$ cat src/rtl/ipcm_pkg.sv
// package: shared constants, types and conversion helpers for the pcm converter
`timescale 1ns / 1ps

package ipcm_pkg;

  localparam int MAX_CHANNELS = 8;
  localparam int SAMPLE_W     = 16;
  localparam int SUM_W        = 20;
  localparam int MAG_W        = SUM_W - 1;
  localparam int DIV_STEPS    = MAG_W;
  localparam int STEP_W       = $clog2(DIV_STEPS);
  localparam int CHAN_W       = 4;

  localparam logic [2:0] REG_SAMPLE_BYTES   = 3'd0;
  localparam logic [2:0] REG_VALID_BITS     = 3'd1;
  localparam logic [2:0] REG_CHANNEL_COUNT  = 3'd2;
  localparam logic [2:0] REG_DOWNMIX_ENABLE = 3'd3;

  localparam logic [2:0] BYTES_8  = 3'd1;
  localparam logic [2:0] BYTES_16 = 3'd2;
  localparam logic [2:0] BYTES_24 = 3'd3;
  localparam logic [2:0] BYTES_32 = 3'd4;

  typedef struct packed {
    logic              start;
    logic              neg;
    logic [MAG_W-1:0]  mag;
    logic [CHAN_W-1:0] divisor;
  } div_req_t;

  // top 16 bits of a 16/24/32-bit sample, with bits under the valid-bit count cleared; 8-bit is offset and scaled
  function automatic logic signed [SAMPLE_W-1:0] convert_sample(
      input logic [31:0] raw, input logic [2:0] sb, input logic [5:0] vb);
    logic [15:0] top;
    logic [4:0]  keep;
    logic [15:0] mask;
    keep = (vb >= 6'd16) ? 5'd16 : vb[4:0];
    mask = ~(16'hFFFF >> keep);
    unique case (sb)
      BYTES_16: top = raw[15:0];
      BYTES_24: top = raw[23:8];
      BYTES_32: top = raw[31:16];
      default:  top = raw[15:0];
    endcase
    if (sb == BYTES_8) begin
      // unsigned 8-bit: remove the 0x80 offset and scale by 0x100
      convert_sample = {~raw[7], raw[6:0], 8'h00};
    end else begin
      convert_sample = top & mask;
    end
  endfunction

  function automatic logic [CHAN_W-1:0] effective_channels(input logic [CHAN_W-1:0] cc);
    logic [CHAN_W-1:0] n;
    n = cc;
    if (n == '0) begin
      n = CHAN_W'(1);
    end
    if (n > CHAN_W'(MAX_CHANNELS)) begin
      n = CHAN_W'(MAX_CHANNELS);
    end
    effective_channels = n;
  endfunction

endpackage

$ cat src/rtl/ipcm_div.sv
// serial restoring divider: frame sum magnitude by channel count, one bit a cycle
`timescale 1ns / 1ps

module ipcm_div (
  input  logic                       clk,
  input  logic                       rst,
  input  ipcm_pkg::div_req_t         req,
  output logic                       done,
  output logic signed [ipcm_pkg::SAMPLE_W-1:0] quotient
);
  import ipcm_pkg::*;

  logic              busy;
  logic [STEP_W-1:0] step;
  logic [CHAN_W-1:0] rem;
  logic [MAG_W-1:0]  quo;
  logic [CHAN_W-1:0] divisor;
  logic              neg;
  logic [CHAN_W:0]   trial;
  logic              fits;
  logic [CHAN_W:0]   trial_sub;
  logic              last_step;

  assign trial     = {rem, quo[MAG_W-1]};
  assign fits      = trial >= {1'b0, divisor};
  assign trial_sub = trial - {1'b0, divisor};
  assign last_step = step == STEP_W'(DIV_STEPS - 1);

  always_ff @(posedge clk) begin
    if (rst) begin
      busy <= 1'b0;
      done <= 1'b0;
      step <= '0;
    end else begin
      done <= busy && last_step;
      if (req.start) begin
        busy <= 1'b1;
        step <= '0;
      end else if (busy) begin
        busy <= !last_step;
        step <= step + STEP_W'(1);
      end
    end
  end

  always_ff @(posedge clk) begin
    if (req.start) begin
      quo     <= req.mag;
      rem     <= '0;
      divisor <= req.divisor;
      neg     <= req.neg;
    end else if (busy) begin
      rem <= fits ? trial_sub[CHAN_W-1:0] : trial[CHAN_W-1:0];
      quo <= {quo[MAG_W-2:0], fits};
    end
  end

  // truncation toward zero: divide the magnitude, then restore the sign
  assign quotient = neg ? -$signed(quo[SAMPLE_W-1:0]) : $signed(quo[SAMPLE_W-1:0]);

endmodule

$ cat src/rtl/integer_pcm_to_int16_downmix_core.sv
// top level: integer pcm to signed 16-bit converter with optional frame downmix
`timescale 1ns / 1ps

// Takes one interleaved channel sample per transfer on the input channel
// (in_valid / in_stall, raw_sample) and returns signed 16-bit samples on the
// output channel (out_valid / out_stall, sample_out). 8-bit input is unsigned
// with a 0x80 offset; 16-, 24- and 32-bit input is signed and masked to the
// valid-bit count before the top 16 bits are kept.
// Without downmix (or with one channel) every sample gives one registered result,
// and a new sample is taken every cycle while no result waits on a stalled output.
// With downmix, samples of a frame are summed as they are taken; the last
// sample of a frame starts the serial divider, and the frame average goes to
// the output register once the divider is done. The input is stalled while
// the divider runs.
// A finished result sits in the output register; if the receiver stalls and
// another result is done, that one waits in a holding register and the input
// is stalled until the output register frees up.
// Configuration writes (cfg_write, cfg_index, cfg_data) to indices 0..3 take effect
// at once and drop any partial frame. Sample widths other than 1..4 bytes give
// no result. Reset restores 16-bit stereo without downmix and an empty frame.
module integer_pcm_to_int16_downmix_core (
  input  logic        clk,
  input  logic        rst,
  input  logic        in_valid,
  output logic        in_stall,
  input  logic [31:0] raw_sample,
  output logic        out_valid,
  input  logic        out_stall,
  output logic signed [ipcm_pkg::SAMPLE_W-1:0] sample_out,
  input  logic        cfg_write,
  input  logic [2:0]  cfg_index,
  input  logic [5:0]  cfg_data
);
  import ipcm_pkg::*;

  typedef enum logic [2:0] {
    ST_IDLE = 3'b001,
    ST_DIV  = 3'b010,
    ST_HOLD = 3'b100
  } state_t;

  state_t state, state_next;

  logic [2:0]        sample_bytes;
  logic [5:0]        valid_bits;
  logic [CHAN_W-1:0] channel_count;
  logic              downmix_enable;

  logic signed [SUM_W-1:0]    frame_sum, frame_sum_next;
  logic [2:0]                 channel_position, channel_position_next;
  logic signed [SAMPLE_W-1:0] hold_val, hold_val_next;

  logic signed [SAMPLE_W-1:0] conv;
  logic [CHAN_W-1:0]          n_eff;
  logic                       width_ok;
  logic                       dm_active;
  logic signed [SUM_W-1:0]    sum_add;
  logic signed [SUM_W-1:0]    sum_neg;
  logic [CHAN_W-1:0]          pos_inc;
  logic                       in_xfer;
  logic                       out_free;
  logic                       load_out;
  logic signed [SAMPLE_W-1:0] load_val;
  logic                       cfg_hit;

  div_req_t                   div_req;
  logic                       div_done;
  logic signed [SAMPLE_W-1:0] div_q;

  ipcm_div u_div (
    .clk      (clk),
    .rst      (rst),
    .req      (div_req),
    .done     (div_done),
    .quotient (div_q)
  );

  assign in_stall  = state != ST_IDLE;
  assign in_xfer   = in_valid && !in_stall;
  assign out_free  = !out_valid || !out_stall;
  assign conv      = convert_sample(raw_sample, sample_bytes, valid_bits);
  assign n_eff     = effective_channels(channel_count);
  assign width_ok  = (sample_bytes == BYTES_8) || (sample_bytes == BYTES_16) ||
                     (sample_bytes == BYTES_24) || (sample_bytes == BYTES_32);
  assign dm_active = downmix_enable && (n_eff != CHAN_W'(1));
  assign sum_add   = frame_sum + SUM_W'(conv);
  assign sum_neg   = -sum_add;
  assign pos_inc   = {1'b0, channel_position} + CHAN_W'(1);
  assign cfg_hit   = cfg_write && (cfg_index <= REG_DOWNMIX_ENABLE);

  always_comb begin
    state_next            = state;
    frame_sum_next        = frame_sum;
    channel_position_next = channel_position;
    hold_val_next         = hold_val;
    load_out              = 1'b0;
    load_val              = conv;
    div_req               = '0;
    unique case (state)
      ST_IDLE: begin
        if (in_xfer && width_ok) begin
          if (!dm_active) begin
            if (out_free) begin
              load_out = 1'b1;
            end else begin
              hold_val_next = conv;
              state_next    = ST_HOLD;
            end
          end else if (pos_inc < n_eff) begin
            frame_sum_next        = sum_add;
            channel_position_next = pos_inc[2:0];
          end else begin
            // frame complete: hand the sum to the divider
            div_req.start         = 1'b1;
            div_req.neg           = sum_add[SUM_W-1];
            div_req.mag           = sum_add[SUM_W-1] ? sum_neg[MAG_W-1:0] :
                                                       sum_add[MAG_W-1:0];
            div_req.divisor       = n_eff;
            frame_sum_next        = '0;
            channel_position_next = '0;
            state_next            = ST_DIV;
          end
        end
      end
      ST_DIV: begin
        if (div_done) begin
          if (out_free) begin
            load_out   = 1'b1;
            load_val   = div_q;
            state_next = ST_IDLE;
          end else begin
            hold_val_next = div_q;
            state_next    = ST_HOLD;
          end
        end
      end
      ST_HOLD: begin
        if (out_free) begin
          load_out   = 1'b1;
          load_val   = hold_val;
          state_next = ST_IDLE;
        end
      end
      default: begin
        state_next = ST_IDLE;
      end
    endcase
    // any write to one of the four registers drops a partial frame
    if (cfg_hit) begin
      frame_sum_next        = '0;
      channel_position_next = '0;
    end
  end

  always_ff @(posedge clk) begin
    if (rst) begin
      state            <= ST_IDLE;
      sample_bytes     <= BYTES_16;
      valid_bits       <= 6'd16;
      channel_count    <= CHAN_W'(2);
      downmix_enable   <= 1'b0;
      frame_sum        <= '0;
      channel_position <= '0;
      out_valid        <= 1'b0;
    end else begin
      state            <= state_next;
      frame_sum        <= frame_sum_next;
      channel_position <= channel_position_next;
      if (load_out) begin
        out_valid <= 1'b1;
      end else if (!out_stall) begin
        out_valid <= 1'b0;
      end
      if (cfg_write) begin
        unique case (cfg_index)
          REG_SAMPLE_BYTES:   sample_bytes   <= cfg_data[2:0];
          REG_VALID_BITS:     valid_bits     <= cfg_data;
          REG_CHANNEL_COUNT:  channel_count  <= cfg_data[CHAN_W-1:0];
          REG_DOWNMIX_ENABLE: downmix_enable <= cfg_data[0];
          default: begin
          end
        endcase
      end
    end
  end

  always_ff @(posedge clk) begin
    hold_val <= hold_val_next;
    if (load_out) begin
      sample_out <= load_val;
    end
  end

  // a partial frame never reaches the channel count
  a_pos_in_range: assert property (@(posedge clk) disable iff (rst)
    (state == ST_IDLE) |-> ({1'b0, channel_position} < n_eff))
    else $error("frame position reached channel count while idle");

  // divider finishes only while the sequencer waits for it
  a_div_done_state: assert property (@(posedge clk) disable iff (rst)
    div_done |-> (state == ST_DIV))
    else $error("divider finished outside the divide state");

  // a held result implies the output register is still occupied
  a_hold_blocked: assert property (@(posedge clk) disable iff (rst)
    (state == ST_HOLD) |-> out_valid)
    else $error("result held while output register is empty");

  // a pass-through sample leaves the output register valid on the next cycle
  a_pass_result: assert property (@(posedge clk) disable iff (rst)
    (in_xfer && width_ok && !dm_active && !cfg_write) |=> out_valid)
    else $error("pass-through sample produced no result");

endmodule

$ cat config.mk
export PLATFORM = sky130hd
export DESIGN_NAME = integer_pcm_to_int16_downmix_core
export DESIGN_NICKNAME = d
export VERILOG_FILES = /design/src/rtl/ipcm_pkg.sv /design/src/rtl/ipcm_div.sv /design/src/rtl/integer_pcm_to_int16_downmix_core.sv
export SDC_FILE = /design/constraint.sdc
export NUM_CORES = 1
export LEC_CHECK = 0
export ABC_AREA = 1
export BUFFER_PORTS_ARGS = -buffer_cell sky130_fd_sc_hd__buf_2
export CAP_MARGIN = 15
export CORE_ASPECT_RATIO = 1.25
export CORE_UTILIZATION = 63
export CTS_BUF_LIST = sky130_fd_sc_hd__clkbuf_8
export DETAILED_ROUTE_END_ITERATION = 10
export PLACE_DENSITY_LB_ADDON = 0.3
export RECOVER_POWER = 25
export SLEW_MARGIN = 20
export SYNTH_ARGS = -nofsm -noshare
export SYNTH_HDL_FRONTEND = slang
export SYNTH_SLANG_ARGS = --single-unit
$ cat constraint.sdc
create_clock -name clk -period 4.3 [get_ports clk]
set_input_delay 0.86 -clock clk [delete_from_list [all_inputs] [get_ports clk]]
set_output_delay 0.86 -clock clk [all_outputs]
set_load 0.02 [all_outputs]
==> results.cfg, run 1 <==
[layout]
nNetsFinal = 1254
final_layout_size_suffix_gt1_share_pct = 10.7
syn2layout_area_growth_pct = 9.23
design_area_mm2 = 0.00843
n_antenna_cell = 0
final_cells = 1341
fill_cells = 985

[die]
die_w_um = 101
pin_count = 64
num_rows = 44
dieArea_mm2 = 0.0127
core_area_mm2 = 0.0118
initial_utilization_pct = 65.5
chipHeight_um = 126

[clocking]
clk_pin_slew_ps = 110
clock_sinks = 108
cts_buffers = 9
cts-root-buf = clkbuf_8
clk_latency_ps = 400
clockBufferDepth = 2
htreeDepth = 3
hold_buffers = 0
cts_tree = done
post_cts_buffers = 0

[timing]
finalCritPeriodShare_pct = 92.6
skew_ps = 14.5
rsz0062_at_grt = false
setup_viol = 0
fin_ws_ps = 319
finalMaxSlewViolations = 0
setup_tns_ps = 0
slew_headroom_pct = 43.0
fmax_ghz = 0.251
worstMarginPinSlew_ps = 853
report.final.hold_viol_count = 0
fin_crit_ps = 3980

[synthesis]
yosysMostFrequentCell = nand2_1
yosysUniqueCellTypes = 53
yosysTopAreaCell = edfxtp_1
synth_fp_nets = 1192
synth_commonest_cells = nand2_1, inv_1, nor2_1, a21oi_1, o21ai_0
netlist_area_mm2 = 0.00772
yosysWarnings = 0
synth_area_leaders = edfxtp_1, nand2_1, dfxtp_1
synth_flop_cell = edfxtp_1
synth_seq_cells = 108
synthDominantCellAreaShare_pct = 21.8
synth_edf_count = 56
ys_async_sr_fraction_pct = 0
avgSynthCellArea_um2 = 6.93
seq_area_frac_synth_pct = 35.3
synthCells = 1113

[power_and_ir_drop]
power.total_w = 0.00301
ir_worst_vdd_mv = 0.251
p_leak_nw = 3.93
powerDensity_mw_per_mm2 = 357

[grt]
gr-usage-all-layers_pct = 31.1
grt_pass1_vias = 6953
grt_antenna_before_repair = 0
grt_max_degree = 46
grt_overflow = 0
grt_pass1_wl_um = 31100

[placement]
portBuffers = 63
dp_worst_setup_slack_ps = 103
dp.final_hpwl_um = 14500
dp_cells = 1325
place_area_mm2 = 0.00821
gp_congestion = 0.977

[status]
status = finished clean

[setup_path]
cp_max_fo = 10
worst-setup-path-type = register to register
crit_path_start = sample_bytes[2]
required_ps = 4440
critPathCaptureType = register
start_kind = register
critPathArrivalTime_ps = 4120
r2r_start = sample_bytes[2]

[detailed_routing]
num_vias = 7473
wl_um = 18900
detail_route.wl_per_cell_um = 14.1
via_per_inst = 5.57
ant_nets = 0
drtIter0Drc = 397
firstDrtPassIters = 5
drc = 0

[hold_path]
hold_path_class = register to register
min_from = frame_sum[2]

[flow_run]
drv_cap = 0
-- layer usage --
metal | vias to the layer above | share of wire, % | GRT usage, % | routed length, um
met2 | 269 | 46 | 52.3 | 8770
met4 | 0 | 4.0 | 15.8 | 750
li1 | 3777 | - | - | -
met5 | - | 0 | 0 | 0
met3 | 54 | 7.1 | 4.72 | 1340
met1 | 3373 | 43 | 38.6 | 8090
-- worst paths after layout --
kind / to / slack [ps] / cells after the start
setup reg to reg: u_div.quo[16] / 320 / 23
setup / recovery: u_div.quo[16] / 320 / 23
hold / removal: frame_sum[2] / 480 / 2
hold reg to reg: frame_sum[2] / 480 / 2
-- repair_timing --
item / in CTS / in global routing
endpoints found under the setup margin: 0 / 4
endpoints found under the hold margin: 0 / 0
resized for setup: 0 / 5
-- metrics by stage --
step                util [%]  hold slack (ps)
floorplan                  -              450
global placement        69.7              457
detailed placement      69.7              462
CTS                     71.6              479
global route            71.5              502
finish                  71.5              477
-- placed cells by master, fill, tap and decap left out, types with 9 or more instances in the layout --
cell and instances:
a21oi_1 75, buf_2 46, buf_4 15, clkbuf_1 18
clkbuf_8 9, dfxtp_1 50, edfxtp_1 56, ha_1 31
inv_1 152, nand2_1 331, nand3_1 53, nor2_1 108
nor3_1 14, o211ai_1 22, o21ai_0 62, o21ai_1 9
xor2_1 15
-- registers in the layout, indices dropped and copies added (netlist names) --
name	cells
downmix_enable	1
u_div.neg	1
state	3
u_div.done	1
sample_out	16
u_div.step	5
u_div.quo	19
sample_bytes	3
u_div.divisor	4
out_valid	1
u_div.busy	1
valid_bits	6
channel_position	3
hold_val	16
u_div.rem	4
channel_count	4
frame_sum	20
-- cell families after synthesis --
kind of cell,share of synthesized area [%]
muxes,0.259
xor gates and xnor gates,2.38
and+or+nand+nor,31.1
AOI/OAI and AO/OA,15.8
DFF,35.3
buffers and inverters,9.60
adders and majority gates,5.55
-- worst max-delay path, cell delays in order, from the launching register on --
cell and delay (ps):
dfxtp_2 370, inv_1 90, nand3_1 140, buf_4 210
o21ai_0 140, a21oi_1 70, nor4_2 130, buf_4 170
ha_1 200, fa_1 440, inv_1 120, ha_1 190
a21boi_2 210, nand3_1 140, nor2_2 180, nand3_1 160
nor2_4 140, nand3_1 130, nor2_2 170, nand2_1 90
nand2_1 60, nand2_1 50, nand2_1 50, a21oi_1 50
-- cell type report --
class	count	area [um2]	share of cell area (%)
Multi-Input combinational cell	820	4270	50.7
Sequential cell	108	2730	32.3
Inverter	157	589	6.99
Timing Repair Buffer	79	410	4.87
Tap cell	161	201	2.39
Clock buffer	9	124	1.47
Clock inverter	7	108	1.28
-- power by group --
group / switching [W] / total [W] / internal [W]
registers: 0.0000568 / 0.00137 / 0.00132
clock network: 0.000407 / 0.000698 / 0.000291
logic: 0.000643 / 0.000941 / 0.000298
Note: power is estimated with default switching activity, not from simulation.
==> run 2, diff against run 1 <==
Settings changed: ABC_AREA 1 to unset, CORE_UTILIZATION 63 to 62, CTS_CLUSTER_SIZE set to 28.
==> run 2 against run 1 <==
Wire length rose by 15%. First-iteration DRC count is 70% higher. Critical path depth fell by 6. Clock power fell by 4.9%. Hold slack worse by 13 ps. Sequential share of layout area decreased by 2.4 points. Via count is 1.2% lower. Cell area increased by 8.2%. Cell count shrank 14%. Synthesized area down 6.0%. Largest cell class unchanged. Largest power group unchanged.
==> results.cfg, run 2 <==
[power_and_ir_drop]
switchingPower_w = 0.000777
clkPwrFrac_pct = 27.5
sequentialPowerShare_pct = 47.9
powerDensity_mw_per_mm2 = 265
p_leak_nw = 3.87
intPower_w = 0.00164
p_comb_share_pct = 24.6
switching_share_pct = 32.2
power.total_w = 0.00241
ir_worst_vdd_mv = 0.203

[detailed_routing]
drtIter0Drc = 676
num_vias = 7384
via_per_inst = 6.42
firstDrtPassIters = 8
drc = 0
ant_nets = 0
detail_route.wl_per_cell_um = 19.0
wl_um = 21900

[grt]
grt_pass1_vias = 6939
grt_pass1_wl_um = 33500
gr-usage-all-layers_pct = 35.1
grt_antenna_before_repair = 1
grt_overflow = 0
grt_max_degree = 46

[placement]
dp_worst_setup_slack_ps = -226
dp.final_hpwl_um = 16100
gp_congestion = 1.00
dp_cells = 1123
portBuffers = 63

[synthesis]
synthDominantCellAreaShare_pct = 23.2
yosysUniqueCellTypes = 67
synth_flop_cell = edfxtp_1
synth_seq_cells = 108
synthCells = 838
yosysTopAreaCell = edfxtp_1
yosysMostFrequentCell = nand2_1
seq_area_frac_synth_pct = 37.5
netlist_area_mm2 = 0.00725
synth_commonest_cells = nand2_1, nor2_1, a21oi_1, edfxtp_1, o21ai_0
synth_fp_nets = 917
yosysWarnings = 0
synth_area_leaders = edfxtp_1, dfxtp_1, ha_1
avgSynthCellArea_um2 = 8.66
ys_async_sr_fraction_pct = 0
synth_edf_count = 56

[clocking]
clk_latency_ps = 390
clock_sinks = 108
cts-root-buf = clkbuf_8
hold_buffers = 0
cts_tree = done
cts_buffers = 9
htreeDepth = 3
clk_pin_slew_ps = 120
clockBufferDepth = 2

[setup_path]
r2r_start = sample_bytes[1]
required_ps = 4440
cp_max_fo = 3
slowest_stage = or4_4
critPathCaptureType = register
critPathArrivalTime_ps = 4330
worst-setup-path-type = primary input to register
worstPathCellList = buf_2 > o22ai_1 > a22o_1 > a2111o_1 > inv_2 > ha_1 > a21o_1 > nand4_1 > buf_4 > a21oi_2 > o211ai_1 > nand4b_1 > or4_4 > or3_4 > o31a_1 > xnor2_1 > o21ai_1
slowest_delay_ps = 550
crit_path_start = raw_sample[1]
start_kind = primary input

[layout]
final_layout_size_suffix_gt1_share_pct = 28.2
mostFrequentLayoutCell = buf_4
layout_common_cells = buf_4, nand2_1, nor2_1
final_cells = 1151
fill_cells = 763
postLayoutCoreUtil_pct = 81.1
largestRegisters = frame_sum x20, u_div.quo x19
largest_register_ffs = 20
register_area_mm2 = 0.00273
multi_input_area_mm2 = 0.00448
syn2layout_area_growth_pct = 25.6
nNetsFinal = 1089
largest-register = frame_sum

[status]
status = finished clean

[die]
initial_utilization_pct = 64.5
core_area_mm2 = 0.0112
num_rows = 43
chipHeight_um = 123
die_w_um = 98.8
dieArea_mm2 = 0.0121
pin_count = 64

[timing]
skew_ps = 20.8
fmax_ghz = 0.239
rsz0062_at_grt = true
finalMaxSlewViolations = 0
slew_headroom_pct = 50.7
setup_tns_ps = 0
report.final.hold_viol_count = 0
fin_ws_ps = 116
setup_viol = 0
finalCritPeriodShare_pct = 97.3
fin_crit_ps = 4180
worstMarginPinSlew_ps = 739

[hold_path]
min_from = frame_sum[12]
hold_path_class = register to register

[flow_run]
drv_cap = 0
-- run 2: cell families (layout without fill, tap and decap cells) --
group,Yosys count,after routing,share of synthesized area (%)
fa+ha+maj,33,33,5.90
flops,108,108,37.5
buf+inv,71,247,4.09
simple gates,275,276,17.8
other cells,0,1,0
mux,35,35,4.85
xor+xnor,53,53,6.40
compound gates,263,263,23.4
-- run 2: timing repair --
item / CTS / global route
pin swaps: 1 / 17
gates cloned: 0 / 1
buffers inserted: 0 / 10
gates resized for setup: 4 / 69
setup endpoints to repair: 6 / 19
-- run 2: routing by layer --
layer	share of wire, %	GRT usage (%)
met4	4.4	16.0
met2	50	64.7
met5	0	0
met3	7.7	3.90
met1	37	41.0
-- run 2: power by group through the flow --
stage | logic, W | clock network, W | registers [W]
3_5_place_dp | 0.000546 | 0 | 0.00118
2_1_floorplan | 0.000292 | 0 | 0.00119
5_1_grt | 0.000638 | 0.000695 | 0.00116
3_3_place_gp | 0.000526 | 0 | 0.00118
4_1_cts | 0.000551 | 0.000660 | 0.00116
6_report | 0.000593 | 0.000664 | 0.00116
-- run 2: worst paths after layout --
kind | slack [ps] | end | depth (start not counted)
max | 120 | u_div.quo[18] | 17
min | 460 | frame_sum[12] | 2
max reg2reg | 130 | u_div.quo[18] | 18
min reg2reg | 460 | frame_sum[12] | 2
-- run 2: final cells by class --
| class | instances | share of cell area [%] |
|---|---|---|
| multi-input combinational | 660 | 49.2 |
| sequential | 108 | 30.0 |
| antenna | 1 | 0.0275 |
| tap | 135 | 1.85 |
| clock buffer | 9 | 1.36 |
| clock inverter | 7 | 0.947 |
| timing repair buffer | 206 | 15.6 |
| inverter | 25 | 1.03 |
-- run 2: critical path, delay by kind of cell --
kind | cells | cell delay (ps)
AO/OA/AOI/OAI | 8 | 1580
buffers and inverters | 3 | 350
AND/OR/NAND/NOR | 4 | 1190
adder cells (fa/ha/maj) | 1 | 220
XOR/XNOR | 1 | 130
-- run 2: metrics by stage --
step | area [um2] | hold slack [ps]
final | 9110 | 464
after global routing | 9110 | 494
after CTS | 8770 | 468
after detailed placement | 8540 | 453
after global placement | 8540 | 445
after floorplan | 7260 | 436
==> run 3, diff against run 2 <==
==> constraint.sdc (replaced) <==
create_clock -name clk -period 4.3 [get_ports clk]
set_input_delay 0.43 -clock clk [delete_from_list [all_inputs] [get_ports clk]]
set_output_delay 0.43 -clock clk [all_outputs]
set_load 0.02 [all_outputs]
==> run 3 against run 2 <==
Die area unchanged. Wire length down 6.1%. Power is 4.3% lower. Sequential cell count unchanged. Largest power group unchanged.
==> results.cfg, run 3 (synthesized netlist as in run 2, its figures left out) <==
[layout]
largestRegisters = frame_sum x20, u_div.quo x19
nNetsFinal = 1027
largest-register = frame_sum
design_area_mm2 = 0.00853
mostFrequentLayoutCell = nand2_1
layout_common_cells = nand2_1, nor2_1, buf_4
final_cells = 1088
n_antenna_cell = 0
final_layout_size_suffix_gt1_share_pct = 20.5
syn2layout_area_growth_pct = 17.6
largest_register_ffs = 20

[clocking]
clockBufferDepth = 2
clk_latency_ps = 390
cts_buffers = 9
hold_buffers = 0
clk_pin_slew_ps = 110
clock_sinks = 108
cts_tree = done
htreeDepth = 3
cts-root-buf = clkbuf_8

[timing]
skew_ps = 17.3
slew_headroom_pct = 37.0
report.final.hold_viol_count = 0
worstMarginPinSlew_ps = 945
fmax_ghz = 0.237
setup_tns_ps = 0
setup_viol = 0
finalCritPeriodShare_pct = 98.1
finalMaxSlewViolations = 0
fin_crit_ps = 4220

[placement]
place_area_mm2 = 0.00812
gp_congestion = 1.01
portBuffers = 63
dp.final_hpwl_um = 15500
dp_cells = 1068

[grt]
grt_pass1_wl_um = 32400
use_met2_pct = 60.3
grt_antenna_before_repair = 0
use_met3_pct = 4.86
grt_overflow = 0
grt.busiest_layer = met2
gr-usage-all-layers_pct = 34.2
grt_pass1_vias = 6773
grt_util_met1_pct = 39.8
grt_max_degree = 46

[setup_path]
worstPathCellList = nor2b_4 > buf_4 > or2_4 > nor2_1 > a2111o_1 > inv_2 > ha_1 > a21o_1 > nand4_1 > a21oi_1 > o211ai_1 > nand4b_1 > or4_4 > or3_1 > o31a_1 > xnor2_1 > o21ai_1
path_delay_family = simple AND/OR/NAND/NOR gates
slowest_delay_ps = 520
worst-setup-path-type = register to register
slowest_stage = or4_4
start_kind = register
critPathCaptureType = register
required_ps = 4440
cp_max_fo = 6
critPathArrivalTime_ps = 4360
path_buf_inv = 2

[detailed_routing]
ant_nets = 0
drtIter0Drc = 568
drc = 0
wl_um = 20500
firstDrtPassIters = 5
via_per_inst = 6.45
num_vias = 7016
detail_route.wl_per_cell_um = 18.9

[power_and_ir_drop]
power.total_w = 0.00231
ir_worst_vdd_mv = 0.246
powerDensity_mw_per_mm2 = 271
p_leak_nw = 3.48

[die]
num_rows = 43
initial_utilization_pct = 64.5
chipHeight_um = 123
die_w_um = 98.8
core_area_mm2 = 0.0112
pin_count = 64
dieArea_mm2 = 0.0121

[hold_path]
hold_path_class = primary input to register

[flow_run]
drv_cap = 0

[status]
status = finished clean
run 3: area by class of cell:
cell class	count	area, um2
flip-flops and latches	108	2730
clock inverters	7	72.6
clock buffers	9	124
well taps	135	169
inverters	25	93.8
multi-input cells	659	4430
fillers	854	2710
repair buffers	145	913
run 3: worst register-to-register path: cells and delay by family, from the launching register on:
kind,cells,cell delay [ps]
fa+ha+maj,1,220
xor+xnor,1,140
buf+inv,2,240
simple gates,7,1630
compound gates,6,1350
flops,1,390
run 3: worst paths after layout:
kind	startpoint	depth (start not counted)	slack, ps	to
max reg2reg	sample_bytes[2]	17	80	u_div.quo[18]
max	sample_bytes[2]	17	80	u_div.quo[18]
min reg2reg	frame_sum[14]	2	470	frame_sum[14]
min	cfg_data[4]	2	260	valid_bits[4]
run 3: report_power, final:
| part | total, W | internal [W] | switching [W] | leakage [nW] |
|---|---|---|---|---|
| combinational | 0.000540 | 0.000222 | 0.000318 | 2.44 |
| clock | 0.000614 | 0.000229 | 0.000385 | 0.0970 |
| sequential | 0.00116 | 0.00114 | 0.0000223 | 0.942 |
| total | 0.00231 | 0.00159 | 0.000725 | 3.48 |
run 3: per-layer routing:
layer / vias up / share of wire, %
met5: - / 0
li1: 3319 / -
met2: 292 / 49
met3: 83 / 5.5
met4: 0 / 6.0
met1: 3322 / 39
run 3: through the flow:
stage	hold slack [ps]	util [%]	worst slack (ps)
final	255	75.9	80.8
after global routing	256	75.9	-50.9
after CTS	252	74.1	-28.7
after detailed placement	452	72.2	-51.3
after global placement	446	72.2	20.6
after floorplan	436	-	17.3
run 3: repair_timing:
item	in CTS	in global routing
buffers inserted	0	4
pin swaps	0	12
setup endpoints to repair	6	18
gates resized for setup	2	54
